`config.mk`:
```
export PLATFORM = sky130hd
export DESIGN_NAME = erm_cordic
export DESIGN_NICKNAME = d
export VERILOG_FILES = /design/src/hdl/erm_pkg.sv /design/src/hdl/erm_cordic.sv
export SDC_FILE = /design/constraint.sdc
export NUM_CORES = 2
export LEC_CHECK = 0
export BUFFER_PORTS_ARGS = -buffer_cell sky130_fd_sc_hd__clkbuf_2
export CORE_AREA = 10 10 563 455
export DETAILED_ROUTE_END_ITERATION = 10
export DIE_AREA = 0 0 573 465
export SLEW_MARGIN = 20
export SYNTH_ARGS = -nofsm -noshare
export SYNTH_HDL_FRONTEND = slang
export SYNTH_SLANG_ARGS = --single-unit
```
`constraint.sdc`:
```
create_clock -name clk -period 14.8 [get_ports clk]
set_input_delay 2.96 -clock clk [delete_from_list [all_inputs] [get_ports clk]]
set_output_delay 2.96 -clock clk [all_outputs]
set_load 0.01 [all_outputs]
```
`src/hdl/erm_pkg.sv`:
```
package erm_pkg;

  typedef struct packed {
    logic signed [15:0] angle_x;
    logic signed [15:0] angle_y;
    logic signed [15:0] angle_z;
  } in_item_t;

  typedef struct packed {
    logic signed [15:0] r00;
    logic signed [15:0] r01;
    logic signed [15:0] r02;
    logic signed [15:0] r10;
    logic signed [15:0] r11;
    logic signed [15:0] r12;
    logic signed [15:0] r20;
    logic signed [15:0] r21;
    logic signed [15:0] r22;
  } out_item_t;

  localparam int WORK_Q = 30;
  localparam int FULL_TURN = 23040;
  localparam int HALF_TURN = 11520;
  localparam int QUARTER_TURN = 5760;
  localparam logic signed [33:0] CORDIC_INV_GAIN = 34'sd652032874;
  localparam longint RAD_IN_ANGLE_UNITS = 64'd240315917;

  function automatic logic signed [33:0] atan_step(input int i);
    logic signed [33:0] v;
    begin
      case (i)
        0: v = 34'sd188743680;
        1: v = 34'sd111421900;
        2: v = 34'sd58872272;
        3: v = 34'sd29884485;
        4: v = 34'sd15000234;
        5: v = 34'sd7507429;
        6: v = 34'sd3754631;
        7: v = 34'sd1877430;
        8: v = 34'sd938729;
        9: v = 34'sd469366;
        10: v = 34'sd234683;
        11: v = 34'sd117342;
        12: v = 34'sd58671;
        13: v = 34'sd29335;
        14: v = 34'sd14668;
        15: v = 34'sd7334;
        default: v = 34'((RAD_IN_ANGLE_UNITS + (64'd1 << (i - 1))) >> i);
      endcase
      return v;
    end
  endfunction

endpackage

```
`src/hdl/erm_cordic.sv`:
```
// Pipelined sin/cos for one angle: reduce, then one CORDIC iteration per stage.
module erm_cordic #(
  parameter int TRIG_STAGES = 16
) (
  input  logic                clk,
  input  logic signed [15:0]  angle,
  output logic signed [33:0]  sin_q,
  output logic signed [33:0]  cos_q
);

  localparam int N = TRIG_STAGES;

  logic signed [33:0] x_r [0:N];
  logic signed [33:0] y_r [0:N];
  logic signed [33:0] z_r [0:N];
  logic               flip_r [0:N];
  logic signed [15:0] red_r;
  logic               flip0_r;

  logic signed [15:0] m;
  logic signed [15:0] a_nxt;
  logic               fl_nxt;

  // stage A: wrap modulo one turn, fold into +-90 degrees
  always_comb begin
    m = angle;
    if (m >= 16'sd23040) m = m - 16'sd23040;
    else if (m < -16'sd23040) m = m + 16'sd23040;
    if (m > 16'sd11520) m = m - 16'sd23040;
    else if (m < -16'sd11520) m = m + 16'sd23040;
    fl_nxt = 1'b0;
    a_nxt = m;
    if (m > 16'sd5760) begin
      a_nxt = m - 16'sd11520;
      fl_nxt = 1'b1;
    end else if (m < -16'sd5760) begin
      a_nxt = m + 16'sd11520;
      fl_nxt = 1'b1;
    end
  end

  always_ff @(posedge clk) begin
    red_r <= a_nxt;
    flip0_r <= fl_nxt;
    x_r[0] <= erm_pkg::CORDIC_INV_GAIN;
    y_r[0] <= '0;
    z_r[0] <= 34'(red_r) <<< 16;
    flip_r[0] <= flip0_r;
  end

  for (genvar i = 0; i < N; i++) begin : g_it
    always_ff @(posedge clk) begin
      if (!z_r[i][33]) begin
        x_r[i+1] <= x_r[i] - (y_r[i] >>> i);
        y_r[i+1] <= y_r[i] + (x_r[i] >>> i);
        z_r[i+1] <= z_r[i] - erm_pkg::atan_step(i);
      end else begin
        x_r[i+1] <= x_r[i] + (y_r[i] >>> i);
        y_r[i+1] <= y_r[i] - (x_r[i] >>> i);
        z_r[i+1] <= z_r[i] + erm_pkg::atan_step(i);
      end
      flip_r[i+1] <= flip_r[i];
    end
  end

  always_ff @(posedge clk) begin
    sin_q <= flip_r[N] ? -y_r[N] : y_r[N];
    cos_q <= flip_r[N] ? -x_r[N] : x_r[N];
  end

endmodule

```
==> impl_metrics.yaml <==
outcome:
  outcome: "finished, final reports clean"
critical_path:
  cp.arrival_ps: 7060
  critical_path_peak_fanout: 8
  start_kind: "input port"
  worst_endpoint_required_time_ps: 15490
  end_kind: "flop"
  critPathKind: "input port to flop"
logic_synthesis:
  ys_top_cells_by_count: "1,542 x sky130_fd_sc_hd__dfxtp_1, 1,394 x sky130_fd_sc_hd__ha_1, 1,284 x sky130_fd_sc_hd__a21oi_1, 1,251 x sky130_fd_sc_hd__xnor2_1, 1,223 x sky130_fd_sc_hd__nor2_1"
  synth_cells: 12780
  yosys.cell_count.top_type: "sky130_fd_sc_hd__dfxtp_1"
  yosysUniqueCellTypes: 107
  synthArstFlopShare: 0
  synth-seq-area-share: 0.2818
  synth_area_um2: 109500
  syn-num-nets: 14240
  synth_top_cells_by_area: "sky130_fd_sc_hd__dfxtp_1 28%, sky130_fd_sc_hd__ha_1 16%, sky130_fd_sc_hd__xnor2_1 10%, sky130_fd_sc_hd__a21oi_1 5.9%, sky130_fd_sc_hd__xor2_1 4.7%"
  mapped_avg_cell_area_um2: 8.571
  count_of_warnings_emitted_by_yosys: 0
  synth_enable_flop_cells: 0
  dominantRegCellSynth: "sky130_fd_sc_hd__dfxtp_1"
  synth_largest_type_area_fraction: 0.2818
  synth.ff_latch_count: 1542
  synth_top_area_cell: "sky130_fd_sc_hd__dfxtp_1"
cts:
  cts-root-to-sink-buffers: 4
  cts_made_buffers: 179
  cts-root-buf: "sky130_fd_sc_hd__clkbuf_16"
  clock-sinks: 1542
  cts_h_tree_lvls: 4
  postCtsSetupRepairBufs: 0
  cts_resized: 0
  worst_skew_pair.late_latency_ps: 870
  clkTransAtPathRegs_ps: 70
  clock_tree_from_tritoncts: "done"
  cts.hold.buffers_added: 0
finish:
  final_core_util: 0.4886
  post_route_cells_drive_above_1_share: 0.04766
  area_delta_synth_final_pct: 9.243
  stdcell_area_um2: 119700
  layout.nets: 14370
  fill_cells: 23180
route:
  drt_pass1_iterations: 5
  wl_per_cell_um: 17.95
  drtAntennaViolNets: 0
  first_iter_violations: 6556
  routed_via_density: 5.664
  routed_wl_um: 293500
  dr_total_vias: 92640
  remaining_drc_errors: 0
floorplan:
  dieWidth_um: 573
  floorplan.io_pins: 85
  core_um2: 244900
  die_height_um: 465
  design.die.area_um2: 266400
  placementRows: 163
  initial_standard_cell_utilization_of_the_core: 0.4472
timing:
  final.setup.tns_ps: 0
  max_slew.worst_pin.slew_ps: 1142
  timing.final.crit_share: 0.4308
  max-slew-margin-rel: 0.2284
  hold_slack_ps: 314.3
  fin_skew_ps: 56.36
  finalMaxSlewViolations: 0
  setup-violations-final: 0
  period_minus_slack_ps: 6375
  hold_viol: 0
  unrepaired_setup_endpoints_after_global_routing: "no"
  achievable-frequency_mhz: 156.9
placement:
  portBuffers: 84
  detailedPlacementHpwl_um: 236500
  postPlaceCellArea_um2: 113800
  gpl.final_weighted_congestion: 0.9020
global_routing:
  grt_first_pass_wirelength_um: 473000
  vias_in_the_first_global_route: 88390
  grt_use_total: 0.2099
  grt_overflow_total: 0
  grt_antenna_before_repair: 8
  grt_max_degree: 76
min_path:
  hp-class: "flop to flop"
run:
  timing.max_cap.violations: 0
[cell usage in the layout (no fill, tap or decap), types with 61 or more instances in the layout]
cell / synthesis / layout
sky130_fd_sc_hd__a211oi_1: 122 / 122
sky130_fd_sc_hd__a21o_1: 412 / 412
sky130_fd_sc_hd__a21oi_1: 1284 / 1284
sky130_fd_sc_hd__a31oi_1: 160 / 160
sky130_fd_sc_hd__and2_1: 93 / 93
sky130_fd_sc_hd__and3_1: 117 / 117
sky130_fd_sc_hd__clkbuf_16: 0 / 181
sky130_fd_sc_hd__clkbuf_2: 2 / 84
sky130_fd_sc_hd__dfxtp_1: 1542 / 1527
sky130_fd_sc_hd__ha_1: 1394 / 1394
sky130_fd_sc_hd__inv_1: 489 / 487
sky130_fd_sc_hd__mux2i_1: 61 / 61
sky130_fd_sc_hd__nand2_1: 597 / 597
sky130_fd_sc_hd__nand2b_1: 205 / 205
sky130_fd_sc_hd__nand3_1: 217 / 217
sky130_fd_sc_hd__nor2_1: 1223 / 1223
sky130_fd_sc_hd__nor2b_1: 165 / 165
sky130_fd_sc_hd__nor3_1: 436 / 435
sky130_fd_sc_hd__nor4_1: 90 / 89
sky130_fd_sc_hd__o21a_1: 251 / 251
sky130_fd_sc_hd__o21ai_0: 540 / 540
sky130_fd_sc_hd__o21bai_1: 144 / 144
sky130_fd_sc_hd__o31ai_1: 77 / 76
sky130_fd_sc_hd__o41ai_1: 63 / 63
sky130_fd_sc_hd__or3_1: 141 / 141
sky130_fd_sc_hd__xnor2_1: 1251 / 1250
sky130_fd_sc_hd__xor2_1: 593 / 593
[per-layer routing]
layer  share of wire  wire [µm]  GRT usage  vias to the layer above
met1            0.52     152600     0.3189                    43580
met3           0.059      17180    0.02957                      366
met5               0          0          0                        -
met4           0.021       6117    0.04524                        0
met2            0.40     117700     0.3124                     2268
li1                -          -          -                    46430
[logic make-up after synthesis]
family,after synthesis,share of synthesized area
AO/OA/AOI/OAI,3606,0.2106
flip-flops,1542,0.2818
adder cells (fa/ha/maj),1440,0.1675
buffers and inverters,662,0.02312
XOR/XNOR,1844,0.1474
AND/OR/NAND/NOR,3568,0.1580
multiplexers,119,0.01154
[final cells by class]
class,instances,area [µm²],share of cell area
sequential,1542,30890,0.2581
inverter,493,1851,0.01546
clock inverter,82,877.1,0.007329
multi-input combinational,10580,76170,0.6365
clock buffer,233,5015,0.04191
tap,3300,4129,0.03450
antenna,3,7.507,0.00006273
timing repair buffer,125,728.2,0.006085
[registers in the layout (all words and copies together), names as in the netlist]
name	cells
cos_q	34
flip0_r	1
red_r	16
x_r	484
z_r	445
flip_r	17
y_r	511
sin_q	34
[critical path, stage by stage]
cell                       delay (ps)
sky130_fd_sc_hd__clkbuf_2         210
sky130_fd_sc_hd__inv_1            160
sky130_fd_sc_hd__ha_1             200
sky130_fd_sc_hd__and4bb_1         200
sky130_fd_sc_hd__nand4_2          180
sky130_fd_sc_hd__a21oi_2           90
sky130_fd_sc_hd__or3_1            460
sky130_fd_sc_hd__a222oi_1         760
sky130_fd_sc_hd__nor4_1           150
sky130_fd_sc_hd__o21a_1           230
sky130_fd_sc_hd__or2_2            370
sky130_fd_sc_hd__ha_1             250
sky130_fd_sc_hd__a21oi_1          190
sky130_fd_sc_hd__or3_1            150
sky130_fd_sc_hd__a21oi_1           70
sky130_fd_sc_hd__a22oi_1          300
sky130_fd_sc_hd__o21ai_1          120
[per-stage QoR]
stage / cells / worst slack [ps]
5_1_grt: 16350 / 8093
3_5_place_dp: 16040 / 7639
4_1_cts: 16350 / 8556
3_3_place_gp: 16040 / 7590
2_1_floorplan: 12780 / 8452
6_report: 16360 / 8425
[final timing paths]
check	endpoint	slack (ps)	startpoint	depth (start not counted)
max	red_r[14]	8420	angle[10]	17
min	flip_r[0][5]	310	flip_r[0][4]	0
max reg2reg	y_r[9][32]	8670	x_r[8][8]	19
min reg2reg	flip_r[0][5]	310	flip_r[0][4]	0
Power is not shown: default switching activity piles up to over one toggle a cycle in this logic, so the estimate is an artifact.
